**config.mk**
```make
export PLATFORM = sky130hd
export DESIGN_NAME = notify_line_hex_extractor
export DESIGN_NICKNAME = d
export VERILOG_FILES = /design/src/hdl/nlhx_pkg.sv /design/src/hdl/nlhx_hex_unit.sv /design/src/hdl/nlhx_line_store.sv /design/src/hdl/notify_line_hex_extractor.sv
export SDC_FILE = /design/constraint.sdc
export NUM_CORES = 1
export LEC_CHECK = 0
export ABC_AREA = 1
export BUFFER_PORTS_ARGS = -buffer_cell sky130_fd_sc_hd__buf_2
export CAP_MARGIN = 20
export CORE_ASPECT_RATIO = 1.25
export CORE_MARGIN = 3
export CORE_UTILIZATION = 55
export CTS_CLUSTER_SIZE = 28
export DETAILED_ROUTE_END_ITERATION = 8
export PLACE_DENSITY_LB_ADDON = 0.3
export SYNTH_ARGS = -nofsm -noshare
export SYNTH_HDL_FRONTEND = slang
export SYNTH_SLANG_ARGS = --single-unit
export TNS_END_PERCENT = 30
```
**constraint.sdc**
```tcl
create_clock -name clock -period 2.1 [get_ports clock]
set_input_delay 0.21 -clock clock [delete_from_list [all_inputs] [get_ports clock]]
set_output_delay 0.21 -clock clock [all_outputs]
set_load 0.02 [all_outputs]
```
**src/hdl/nlhx_pkg.sv**
```systemverilog
// Shared types and constants for the notify-line hex extractor.
// Depends on nothing; every module of the block imports it.
package nlhx_pkg;

   // Default depth of the line store.
   localparam int LINE_DEPTH_DEF = 64;

   // Line framing constants.
   localparam int HDR_SKIP    = 10;
   localparam int DATA_OFFSET = 8;
   localparam int MAX_PAIRS   = 26;

   // Characters that the sequencer looks for.
   localparam logic [7:0] CHAR_W       = 8'h57;
   localparam logic [7:0] CHAR_V       = 8'h56;
   localparam logic [7:0] CHAR_COMMA   = 8'h2C;
   localparam logic [7:0] CHAR_NEWLINE = 8'h0A;

   // Input item kinds.
   localparam logic KIND_BYTE    = 1'b0;
   localparam logic KIND_RELEASE = 1'b1;

   // Input beat payload.
   typedef struct packed {
      logic       kind;
      logic [7:0] rx_byte;
   } req_type;

   // Result beat payload.
   typedef struct packed {
      logic [7:0] data_byte;
      logic [4:0] byte_position;
      logic       last;
   } rsp_type;

   // Classification of one character by the hex digit unit.
   typedef struct packed {
      logic       ok;
      logic [3:0] nibble;
   } hex_type;

endpackage

```
**src/hdl/nlhx_hex_unit.sv**
```systemverilog
// Hex digit unit: classifies one character as a hex digit and gives its value.
// Depends on nlhx_pkg for the hex_type result struct.
module nlhx_hex_unit
   import nlhx_pkg::*;
(
   input  logic [7:0] char_in,
   output hex_type    digit
);

   // Decimal digits, then lower and upper case letters a to f.
   always_comb begin
      digit.ok     = 1'b0;
      digit.nibble = 4'd0;
      if (char_in >= 8'h30 && char_in <= 8'h39) begin
         digit.ok     = 1'b1;
         digit.nibble = 4'(char_in - 8'h30);
      end else if (char_in >= 8'h61 && char_in <= 8'h66) begin
         digit.ok     = 1'b1;
         digit.nibble = 4'(char_in - 8'h57);
      end else if (char_in >= 8'h41 && char_in <= 8'h46) begin
         digit.ok     = 1'b1;
         digit.nibble = 4'(char_in - 8'h37);
      end
   end

endmodule

```
**src/hdl/nlhx_line_store.sv**
```systemverilog
// Line store: byte memory with one write and one registered read port.
// Entries never written read as zero through per-entry valid bits.
// Depends on nlhx_pkg for the default depth.
module nlhx_line_store
   import nlhx_pkg::*;
#(
   parameter int DEPTH = LINE_DEPTH_DEF
) (
   input  logic                     clock,
   input  logic                     reset,
   input  logic                     wr_en,
   input  logic [$clog2(DEPTH)-1:0] wr_addr,
   input  logic [7:0]               wr_data,
   input  logic                     rd_en,
   input  logic [$clog2(DEPTH)-1:0] rd_addr,
   output logic [7:0]               rd_data
);

   logic [7:0]       mem_ff [DEPTH];
   logic [DEPTH-1:0] valid_ff;
   logic [7:0]       rd_data_ff;

   // Storage array write.
   always_ff @(posedge clock) begin
      if (wr_en) begin
         mem_ff[wr_addr] <= wr_data;
      end
   end

   // Valid bits: cleared by reset, set by the first write of an entry.
   always_ff @(posedge clock) begin
      if (reset) begin
         valid_ff <= '0;
      end else if (wr_en) begin
         valid_ff[wr_addr] <= 1'b1;
      end
   end

   // Registered read; the data holds until the next read.
   always_ff @(posedge clock) begin
      if (rd_en) begin
         rd_data_ff <= valid_ff[rd_addr] ? mem_ff[rd_addr] : 8'h00;
      end
   end

   assign rd_data = rd_data_ff;

endmodule

```
**src/hdl/notify_line_hex_extractor.sv**
```systemverilog
// Flow: a newline with a valid header runs the header check through S_H0 to S_H3,
// then gives one result per pair through S_RHI, S_RLO and S_DEC; S_DEC holds on rsp_stall.
// Throughput: one item per cycle outside line handling, since the single store read
// port and the shared hex digit unit are used by the header check and by each pair.
// Reset: synchronous, clears the fill index, pending flag, sequencer and store valid bits.
module notify_line_hex_extractor
   import nlhx_pkg::*;
#(
   parameter int LINE_DEPTH = LINE_DEPTH_DEF
) (
   input  logic    clock,
   input  logic    reset,
   input  logic    req_valid,
   output logic    req_stall,
   input  req_type req_data,
   output logic    rsp_valid,
   input  logic    rsp_stall,
   output rsp_type rsp_data
);

   localparam int FILL_W = $clog2(LINE_DEPTH);

   // Sequencer states.
   localparam logic [2:0] S_IDLE = 3'd0;
   localparam logic [2:0] S_H0   = 3'd1;
   localparam logic [2:0] S_H1   = 3'd2;
   localparam logic [2:0] S_H2   = 3'd3;
   localparam logic [2:0] S_H3   = 3'd4;
   localparam logic [2:0] S_RHI  = 3'd5;
   localparam logic [2:0] S_RLO  = 3'd6;
   localparam logic [2:0] S_DEC  = 3'd7;

   logic [2:0]        state_ff, state_in;
   logic [FILL_W-1:0] fill_ff, fill_in;
   logic              pending_ff, pending_in;
   logic [4:0]        pair_cnt_ff, pair_cnt_in;
   logic [4:0]        pair_idx_ff, pair_idx_in;
   hex_type           hi_ff, hi_in;
   logic              rsp_valid_ff, rsp_valid_in;
   rsp_type           rsp_data_ff, rsp_data_in;

   logic              req_take;
   logic              wr_en;
   logic              rd_en;
   logic [FILL_W-1:0] rd_addr;
   logic [FILL_W-1:0] pair_addr;
   logic [7:0]        rd_data;
   hex_type           digit;
   logic              load_ok;
   logic              last_pair;
   logic [7:0]        pair_value;
   logic [FILL_W:0]   fill_diff;
   logic [8:0]        half_ext;
   logic [4:0]        pairs_new;

   // Line store and the shared hex digit unit.
   nlhx_line_store #(
      .DEPTH (LINE_DEPTH)
   ) u_store (
      .clock   (clock),
      .reset   (reset),
      .wr_en   (wr_en),
      .wr_addr (fill_ff),
      .wr_data (req_data.rx_byte),
      .rd_en   (rd_en),
      .rd_addr (rd_addr),
      .rd_data (rd_data)
   );

   nlhx_hex_unit u_hex (
      .char_in (rd_data),
      .digit   (digit)
   );

   assign req_stall = (state_ff != S_IDLE);
   assign req_take  = req_valid && !req_stall;
   assign wr_en     = req_take && (req_data.kind == KIND_BYTE) && !pending_ff
                      && (req_data.rx_byte != CHAR_NEWLINE);

   // Pair count from the fill index at the newline, capped.
   assign fill_diff = {1'b0, fill_ff} - (FILL_W + 1)'(HDR_SKIP);
   assign half_ext  = 9'(fill_diff >> 1);
   always_comb begin
      if (fill_ff < FILL_W'(HDR_SKIP)) begin
         pairs_new = 5'd0;
      end else if (half_ext > 9'(MAX_PAIRS)) begin
         pairs_new = 5'(MAX_PAIRS);
      end else begin
         pairs_new = half_ext[4:0];
      end
   end

   // Store read address for each sequencer step.
   assign pair_addr = FILL_W'(DATA_OFFSET) + FILL_W'({pair_idx_ff, 1'b0});
   always_comb begin
      rd_en   = 1'b1;
      rd_addr = '0;
      unique case (state_ff)
         S_H0:    rd_addr = FILL_W'(0);
         S_H1:    rd_addr = FILL_W'(1);
         S_H2:    rd_addr = FILL_W'(2);
         S_RHI:   rd_addr = pair_addr;
         S_RLO:   rd_addr = pair_addr + FILL_W'(1);
         default: rd_en   = 1'b0;
      endcase
   end

   // Pair value from the stored high digit and the current low digit.
   always_comb begin
      if (!hi_ff.ok) begin
         pair_value = 8'h00;
      end else if (!digit.ok) begin
         pair_value = {4'd0, hi_ff.nibble};
      end else begin
         pair_value = {hi_ff.nibble, digit.nibble};
      end
   end

   assign load_ok   = !rsp_valid_ff || !rsp_stall;
   assign last_pair = (pair_idx_ff + 5'd1) == pair_cnt_ff;

   // Sequencer next state.
   always_comb begin
      state_in     = state_ff;
      fill_in      = fill_ff;
      pending_in   = pending_ff;
      pair_cnt_in  = pair_cnt_ff;
      pair_idx_in  = pair_idx_ff;
      hi_in        = hi_ff;
      rsp_valid_in = rsp_valid_ff && rsp_stall;
      rsp_data_in  = rsp_data_ff;
      unique case (state_ff)
         S_IDLE: begin
            if (req_take) begin
               if (req_data.kind == KIND_RELEASE) begin
                  pending_in = 1'b0;
               end else if (!pending_ff) begin
                  if (req_data.rx_byte == CHAR_NEWLINE) begin
                     pair_cnt_in = pairs_new;
                     pair_idx_in = 5'd0;
                     fill_in     = '0;
                     state_in    = S_H0;
                  end else if (fill_ff == FILL_W'(LINE_DEPTH - 1)) begin
                     fill_in = '0;
                  end else begin
                     fill_in = fill_ff + FILL_W'(1);
                  end
               end
            end
         end
         S_H0: begin
            state_in = S_H1;
         end
         S_H1: begin
            state_in = (rd_data == CHAR_W) ? S_H2 : S_IDLE;
         end
         S_H2: begin
            state_in = (rd_data == CHAR_V) ? S_H3 : S_IDLE;
         end
         S_H3: begin
            state_in = (rd_data == CHAR_COMMA && pair_cnt_ff != 5'd0) ? S_RHI : S_IDLE;
         end
         S_RHI: begin
            state_in = S_RLO;
         end
         S_RLO: begin
            hi_in    = digit;
            state_in = S_DEC;
         end
         S_DEC: begin
            if (load_ok) begin
               rsp_valid_in              = 1'b1;
               rsp_data_in.data_byte     = pair_value;
               rsp_data_in.byte_position = pair_idx_ff;
               rsp_data_in.last          = last_pair;
               if (last_pair) begin
                  pending_in = 1'b1;
                  state_in   = S_IDLE;
               end else begin
                  pair_idx_in = pair_idx_ff + 5'd1;
                  state_in    = S_RHI;
               end
            end
         end
         default: state_in = S_IDLE;
      endcase
   end

   // Control registers.
   always_ff @(posedge clock) begin
      if (reset) begin
         state_ff     <= S_IDLE;
         fill_ff      <= '0;
         pending_ff   <= 1'b0;
         rsp_valid_ff <= 1'b0;
      end else begin
         state_ff     <= state_in;
         fill_ff      <= fill_in;
         pending_ff   <= pending_in;
         rsp_valid_ff <= rsp_valid_in;
      end
   end

   // Payload and loop registers.
   always_ff @(posedge clock) begin
      pair_cnt_ff <= pair_cnt_in;
      pair_idx_ff <= pair_idx_in;
      hi_ff       <= hi_in;
      rsp_data_ff <= rsp_data_in;
   end

   assign rsp_valid = rsp_valid_ff;
   assign rsp_data  = rsp_data_ff;

`ifndef SYNTH
   // A new result appears only from the decode step.
   a_rsp_from_dec: assert property (@(posedge clock) disable iff (reset)
      $rose(rsp_valid_ff) |-> $past(state_ff) == S_DEC)
      else $error("result appeared outside the decode step");

   // The final pair of a line sets the pending flag.
   a_last_sets_pending: assert property (@(posedge clock) disable iff (reset)
      (state_ff == S_DEC && load_ok && last_pair) |=> pending_ff)
      else $error("pending not set after the final pair");

   // The pair loop never runs past the pair count.
   a_idx_in_range: assert property (@(posedge clock) disable iff (reset)
      (state_ff == S_RHI) |-> (pair_idx_ff < pair_cnt_ff))
      else $error("pair index beyond pair count");

   // A loaded result carries the last mark only on the final pair.
   a_last_mark: assert property (@(posedge clock) disable iff (reset)
      (state_ff == S_DEC && load_ok) |=> (rsp_data_ff.last == (state_ff == S_IDLE)))
      else $error("last mark does not match loop end");
`endif

endmodule
```
After elaboration in Yosys (flattened, before gate mapping):

Memory sizes are Yosys's and may differ from the RTL's. A register that Yosys moved wholly into a read port is not among the register bits.
Index checks and enable logic that the tools add are counted.

* bits in registers: 104
* RAM bits: 512
* input bits: 13
* output and inout bits: 16
* logic and storage cells: 127
* memories kept: 1

* $add $sub $neg: 8
* $lt $le $gt $ge: 11
* equal/unequal tests: 22
* mux-type cells: 39
* bitwise gates (word level): 3
* reductions and logical operators: 29

Memories
* u_store.mem_ff: depth 64, bits a word 8, rd ports 1, clocked after Yosys merged registers in 1, wr ports 1, RTL line nlhx_line_store.sv:19 `logic [7:0] mem_ff [DEPTH];`

Operators by type and width (number)
* $or A64 B64 Y64: 1
* $mux W5: 10
* $mux W3: 8
* $pmux W3 S8: 1
* $pmux W6 S4: 1
* $eq A8 B7 Y1 const B: 2
* $ge A8 B7 Y1 const B: 2
* $le A8 B7 Y1 const B: 2
* $ne A2 B2 Y1 const B: 8
* $reduce_and A5 Y1: 3
* $lt A6 B7 Y1 const B: 2
* $add A6 B1 Y6 const B: 2
* $eq A3 B3 Y1 const B: 4
* $mux W6: 2
* $mux W1: 11
* $logic_and A1 B1 Y1: 10
* $pmux W5 S2: 1
* $eq A8 B4 Y1 const B: 1
* $eq A8 B6 Y1 const B: 1
* $ge A8 B6 Y1 const B: 1
* $le A8 B6 Y1 const B: 1
* $ne A8 B4 Y1 const B: 1
* $sub A4 B3 Y4 const B: 2
* $reduce_and A7 Y1: 1
* other kinds (27): 34

Longest topological paths before layout:

Gate-level depths: netlist of the first run.

* depth in word-level cells: 8
* gate-level depth with buffers: 18
* mapped depth without buffers: 16

Modules after synthesis:

A second synthesis of the first run with hierarchy kept.

* cells, all modules: 2470
* area total of the unflattened synthesis: 26028.7 sq um

By module, submodules not included
* nlhx_line_store: times used 1, cells an instance 2180, area an instance 23705.2 sq um, sequential area each 16896.2 sq um
* notify_line_hex_extractor: times used 1, cells an instance 252, area an instance 2118.3 sq um, sequential area each 1091.0 sq um
* nlhx_hex_unit: times used 1, cells an instance 38, area an instance 205.2 sq um, sequential area each 0.0 sq um

Worst setup path after synthesis of the first run:

Ideal clock, no wire load.

* path kind: register -> register
* from: register state_ff[1]
* to: memory u_store.mem_ff[1][0], enable pin
* setup time: 374 ps
* data arrival time: 1868 ps
* data required time: 1726 ps
* setup slack: -142 ps
* cell stages (with the launch flop): 9
* path buffers: 1
* clock period less this slack: 2242 ps
* cell sequence: dfxtp_1 -> buf_4 -> nor2_4 -> nand2_2 -> nor4_4 -> nand2_2 -> nor3_1 -> inv_1 -> nor2_1

* cells in the longest elaborated chain, start to end: 8

Ends and longest elaborated chain
* start, declared: RTL line notify_line_hex_extractor.sv:33 `logic [2:0] state_ff, state_in;`
* start signal, assigned: RTL line notify_line_hex_extractor.sv:197 `state_ff <= state_in;`
* $reduce_bool A3 Y1: RTL line notify_line_hex_extractor.sv:75 `assign req_stall = (state_ff != S_IDLE);`
* named net req_stall: RTL line notify_line_hex_extractor.sv:14 `output logic req_stall,`
* $logic_not A1 Y1: RTL line notify_line_hex_extractor.sv:76 `assign req_take = req_valid && !req_stall;`
* $logic_and A1 B1 Y1: RTL line notify_line_hex_extractor.sv:76
* $logic_and A1 B1 Y1 (2 in series): RTL line notify_line_hex_extractor.sv:77 `assign wr_en = req_take && (req_data.kind == KIND_BYTE) && !pending_ff`
* $logic_and A1 B1 Y1: RTL line notify_line_hex_extractor.sv:78 `&& (req_data.rx_byte != CHAR_NEWLINE);`
* $mux W1: RTL line nlhx_line_store.sv:25 `if (wr_en) begin`
* $mux W1 (not written as such): RTL line nlhx_line_store.sv:26 `mem_ff[wr_addr] <= wr_data;`
* end, declared: RTL line nlhx_line_store.sv:19

The timed path passes the listed nets, and every way through them passes these cells.

Final worst setup path of the first run:

* from: register state_ff[0]
* to: register u_store.rd_data_ff[4] (netlist: u_store.rd_data[4]), read port of u_store.mem_ff (data pin)

* cells in the longest elaborated chain, start to end: 5
* elaborated cells between the ends (all ways): 11
* classes of those cells: eq/ne: 5; mux: 4; reduce/logical: 2

Ends and longest elaborated chain
* $eq A3 B3 Y1 / $eq A3 B2 Y1 (equally long branches): RTL line notify_line_hex_extractor.sv:98 `unique case (state_ff)`
* $pmux W6 S4: RTL line notify_line_hex_extractor.sv:98
* $bmux W1 S6: RTL line nlhx_line_store.sv:42 `rd_data_ff <= valid_ff[rd_addr] ? mem_ff[rd_addr] : 8'h00;`
* $mux W1 (not written as such): RTL line nlhx_line_store.sv:42
* $logic_not A1 Y1 (no source line)
* end, declared: RTL line nlhx_line_store.sv:21 `logic [7:0] rd_data_ff;`

Several ways; a longest one is shown, not always the timed one. The select of a mux whose other input is x is not followed.
A chain may end at the register's enable or synchronous reset.

==> results_dict.tcl, run 1 <==
set metrics [dict create \
    syn-num-nets 2629 \
    grt_max_degree 65 \
    drive_gt1_share_pct 22.9 \
    syn_inst 2603 \
    fin_ws_ps -137 \
    die_h_um 253 \
    clock_path_buffers 3 \
    run_status "finished with violations" \
    clock_latency_ps 610 \
    synth.avg_cell_area_um2 10.3 \
    ctsRootBufferMaster "clkbuf_16" \
    maxSlewViolCount 0 \
    cp_data_arrival_time_ps 2610 \
    met3_usage_pct 4.18 \
    yosysTopAreaCellShare_pct 61.5 \
    seq_area_frac_synth_pct 67.1 \
    grt_overflow 0 \
    violations "setup timing" \
    synth_cell_types 39 \
    dpl.hpwl_mm 48.6 \
    whs_ps 82.4 \
    synth_edf_count 549 \
    slowest_delay_ps 360 \
    critical-path-top-delay-family "simple AND/OR/NAND/NOR gates" \
    core_area_mm2 0.0477 \
    portBuffers 28 \
    synth_area_leaders "edfxtp_1, nand2_1, nand3_1, dfxtp_1, inv_1" \
    setup_violations 85 \
    wl_mm 78.2 \
    synthesis.area_mm2 0.0268 \
    initial_utilization_pct 56.3 \
    fillers 3339 \
    grt_pass1_vias 19400 \
    gp_congestion 0.999 \
    fmax_ghz 0.447 \
    drtAntennaViolNets 0 \
    slew_headroom_pct 38.2 \
    worst-setup-path-type "register to register" \
    finalNonFillerCells 3513 \
    pin_count 29 \
    crit_path_top_delay_cell "dfxtp_4" \
    yosysWarnings 0 \
    routed-via-count 20400 \
    cp.depth 16 \
    startpoint "state_ff[0]" \
    drt-wirelength-per-cell_um 22.3 \
    worst-r2r-setup-slack_ps -140 \
    nNetsFinal 2853 \
    grt_setup_unrepaired "true" \
    endpoint_kind "register" \
    antenna_found_initial 0 \
    crit_required_ps 2470 \
    drtIter0Drc 2494 \
    grtUsageMet2_pct 50.1 \
    p_leak_nw 13.4 \
    synth.most_common_cell "nand2_1" \
    dieArea_mm2 0.0514 \
    yosys-top-cells-count "nand2_1, edfxtp_1, nand3_1" \
    hold_path_class "input port to register" \
    tightest_slew_ps 927 \
    crit_end "u_store.rd_data[4]" \
    met1_usage_pct 37.1 \
    dp_cells 3358 \
    drc_errors 0 \
    cts_tree "built" \
    cp_common_cell "nand2_1" \
    synth.ff_latch_count 624 \
    grt_pass1_wl_mm 114 \
    cts_max_level 2 \
    finalHoldViolations 0 \
    multi_input_area_mm2 0.00861 \
    track_usage_pct 29.3 \
    crit_path_cell_trace "buf_6 -> inv_8 -> nand4_1 -> nand3_4 -> buf_12 -> buf_16 -> buf_8 -> nand2_1 -> nand3_1 -> nand3_2 -> nand3_2 -> nand2_1 -> nand2_1 -> nand2_1 -> nand2_2 -> inv_2" \
    place_ws_ps -861 \
    synth_ff_type "edfxtp_1" \
    ir_worst_vdd_mv 0.670 \
    antennaDiodeCount 0 \
    worstSetupStartpointType "register" \
    cp_max_fo 6 \
    area_growth_pct 24.2 \
    period_share_pct 107 \
    cts.sinks 624 \
    crit_buf_inv 6 \
    regToRegEndpoint "u_store.rd_data[4]" \
    drv_cap 0 \
    row_count 89 \
    r2r_start "state_ff[0]" \
    vias_per_cell 5.81 \
    post-route-min-period_ps 2240 \
    rr_worst_depth 16 \
    synth_top_area_cell "edfxtp_1" \
    busiest_layer "met2" \
    powerDensity_mw_per_mm2 739 \
    skew_ps 20.3 \
    path_clk_slew_ps 70 \
    die_w_um 203 \
    synthArstFlopShare_pct 0 \
    seqCellArea_mm2 0.0180 \
    numCtsBuffers 57 \
    drt_pass1_iterations 8 \
]
-- worst min-delay path by stage --
stage | start | cells after the start | slack [ps] | end
floorplan | req_data[0] | 0 | 310 | u_store.mem_ff[0][0]
global placement | u_store.valid_ff[7] | 2 | 440 | u_store.valid_ff[7]
detailed placement | u_store.valid_ff[15] | 2 | 440 | u_store.valid_ff[15]
CTS | req_data[1] | 2 | 60 | u_store.mem_ff[38][1]
global route | req_data[1] | 2 | 100 | u_store.mem_ff[38][1]
finish | req_data[1] | 2 | 80 | u_store.mem_ff[39][1]
-- stage by stage --
stage               instance area [um2]  utilization (%)  power, mW  setup TNS [ps]
floorplan                         26800                -       14.0          -53480
global placement                  29400             61.6       14.3         -337020
detailed placement                29400             61.6       14.4         -337950
CTS                               31900             66.9       24.6          -23540
global route                      33300             69.9       25.1          -16670
finish                            33300             69.9       24.6           -2470
-- final cells by class --
class	instances	area share, %
flip-flops and latches	624	54.0
multi-input cells	1617	25.9
repair buffers	299	9.39
clock buffers	86	4.97
inverters	228	2.63
well taps	637	2.39
clock inverters	22	0.733
-- kinds of logic (layout without fill, tap and decap cells) --
logic type	count (synthesis)	in the layout	synth area share (%)
buffers and inverters	368	635	5.59
xor gates and xnor gates	10	10	0.327
and+or+nand+nor	1437	1443	22.9
DFF	624	624	67.1
AOI/OAI and AO/OA	151	151	3.43
adders and majority gates	13	13	0.607
-- flip-flops by register name, indices dropped and copies added (netlist names) --
name              count
u_store.mem_ff      512
u_store.valid_ff     64
rsp_data             14
u_store.rd_data       8
fill_ff               6
hi_ff                 5
pair_cnt_ff           5
pair_idx_ff           5
state_ff              3
pending_ff            1
rsp_valid             1
-- power breakdown --
part | leakage (nW) | switching (mW) | internal [mW]
combinational | 6.87 | 0.496 | 0.156
sequential | 5.55 | 0.0145 | 13.5
clock | 0.931 | 4.52 | 5.94
total | 13.4 | 5.03 | 19.6
-- timing repair --
action	in CTS	in global routing
setup buffers	6	24
resized for setup	102	241
pin swaps	19	97
endpoints found under the hold margin	1	0
hold buffers	1	0
gates cloned	6	11
endpoints found under the setup margin	543	530
-- placed cells by master, fill, tap and decap left out, drive strengths merged, types with 2 or more instances in the layout --
| cell | n |
|---|---|
| nand2 | 841 |
| ha | 13 |
| nand4 | 39 |
| bufinv | 4 |
| or2 | 2 |
| nor4 | 6 |
| dfxtp | 75 |
| edfxtp | 549 |
| o21ai | 65 |
| a21oi | 19 |
| a31oi | 3 |
| inv | 225 |
| buf | 291 |
| clkinv | 17 |
| clkbuf | 92 |
| nor3 | 9 |
| clkinvlp | 4 |
| nor2 | 130 |
| nand3 | 402 |
| xor2 | 9 |
| nand3b | 12 |
| o21a | 58 |
-- metal layers --
metal  vias to the layer above  routed length, um
met5                         -                  0
met4                         0               4250
met3                       261               6950
met2                      1160              38500
met1                      9766              28500
li1                       9223                  -
No activity file was read; power rests on OpenSTA's default activity.
==> inputs of run 2 (changes only) <==
==> constraint.sdc (replaced) <==
create_clock -name clock -period 2.6 [get_ports clock]
set_input_delay 0.26 -clock clock [delete_from_list [all_inputs] [get_ports clock]]
set_output_delay 0.26 -clock clock [all_outputs]
set_load 0.02 [all_outputs]
==> results_dict.tcl, run 2 (same netlist as run 1, synthesis figures left out) <==
set metrics [dict create \
    run_status "complete, no violations" \
    track_usage_pct 28.0 \
    maxSlewViolCount 0 \
    drtIter0Drc 2200 \
    largest_reg_flops 512 \
    numCtsBuffers 58 \
    post-route-min-period_ps 2460 \
    antennaDiodeCount 0 \
    seqCellArea_mm2 0.0180 \
    worst-setup-path-type "register to register" \
    worst-r2r-setup-slack_ps 140 \
    die_w_um 203 \
    die_h_um 253 \
    worstSetupStartpointType "register" \
    finalSetupTns_ps 0 \
    powerDensity_mw_per_mm2 655 \
    place_ws_ps -18.9 \
    drt_pass1_iterations 8 \
    met3_usage_pct 4.14 \
    pin_count 29 \
    cp_data_arrival_time_ps 2710 \
    drive_gt1_share_pct 10.3 \
    vias_per_cell 5.74 \
    core_area_mm2 0.0477 \
    portBuffers 28 \
    clock_latency_ps 630 \
    regToRegEndpoint "u_store.mem_ff[36][6]" \
    dp_cells 3261 \
    cts.sinks 624 \
    dieArea_mm2 0.0514 \
    postLayoutCellArea_mm2 0.0303 \
    routed-via-count 19400 \
    p_leak_nw 12.1 \
    min_to "u_store.mem_ff[0][6]" \
    skew_ps 28.2 \
    grt_max_degree 70 \
    ctsRootBufferMaster "clkbuf_16" \
    drt-wirelength-per-cell_um 21.3 \
    cp_max_fo 9 \
    nNetsFinal 2711 \
    met1_usage_pct 37.5 \
    finalHoldViolations 0 \
    crit_required_ps 2850 \
    initial_utilization_pct 56.3 \
    grtUsageMet2_pct 46.5 \
    drtAntennaViolNets 0 \
    layout_commonest_cell "nand2_1" \
    r2r_start "state_ff[1]" \
    endpoint_kind "register" \
    fillers 3786 \
    row_count 89 \
    fin_ws_ps 140 \
    busiest_layer "met2" \
    drc_errors 0 \
    grt_setup_unrepaired "false" \
    antenna_found_initial 1 \
    grt_overflow 0 \
    drv_cap 0 \
    cts_max_level 2 \
    period_share_pct 94.6 \
    slew_headroom_pct 33.2 \
    hold_path_class "input port to register" \
    tightest_slew_ps 998 \
    gp_congestion 0.974 \
    grt_pass1_vias 18700 \
    multi_input_area_mm2 0.00735 \
    area_growth_pct 13.2 \
    power_mw 19.9 \
    worstHoldStart "req_data[6]" \
    clock_path_buffers 3 \
    dpl.hpwl_mm 45.2 \
    finalNonFillerCells 3371 \
    setup_violations 0 \
    cts_tree "built" \
    top_register "u_store.mem_ff" \
    rr_worst_depth 7 \
    wl_mm 71.8 \
    startpoint "state_ff[1]" \
    grt_pass1_wl_mm 110 \
    placed_area_mm2 0.0284 \
    cts_setup_buffers 0 \
    fmax_ghz 0.407 \
    holdPathStages 2 \
    ir_worst_vdd_mv 0.521 \
    path_clk_slew_ps 60 \
    final_cell_mix "nand2_1, edfxtp_1, nand3_1" \
]
run 2: worst max path at each step:
stage | to | slack [ps] | depth (start not counted)
after floorplan | u_store.mem_ff[1][0] | 360 | 8
after global placement | u_store.mem_ff[57][0] | 60 | 8
after detailed placement | u_store.mem_ff[33][5] | -20 | 7
after CTS | u_store.rd_data[2] | 60 | 14
after global routing | u_store.rd_data[2] | 2 | 16
final | u_store.mem_ff[36][6] | 140 | 7
run 2: stage by stage:
stage	hold slack [ps]	util (%)
after global placement	439	59.6
after floorplan	359	-
after CTS	66.0	63.6
final	76.6	63.7
after global routing	92.3	63.7
after detailed placement	447	59.6
run 2: what timing repair did:
item / CTS / global route
hold buffers: 1 / 0
hold endpoints to repair: 1 / 0
setup endpoints to repair: 0 / 9
resized for setup: 0 / 2
run 2: worst max-delay path: stages, from the launching register on:
cell and delay (ps):
dfxtp_2 410, nor2_4 130, nand2_2 80, nor4_4 180, nand2_2 150, inv_2 160
nand3_2 290, nor2_1 690
run 2: power breakdown:
part,switching [mW],internal (mW)
Sequential,0.0112,10.9
Combinational,0.362,0.102
Clock,3.64,4.85
run 2: area by class of cell:
class                      count  area share, %
clock buffer                  71           5.11
clock inverter                38           1.19
inverter                     228           2.82
multi-input combinational   1611           24.2
sequential                   624           59.3
tap                          637           2.63
timing repair buffer         162           4.71
run 2: layer usage:
layer	wire (um)	up-vias	part of all wire [%]
met1	28200	9286	39
met3	5920	170	8.2
li1	-	8939	-
met2	34600	965	48
met4	3100	0	4.3
met5	0	-	0
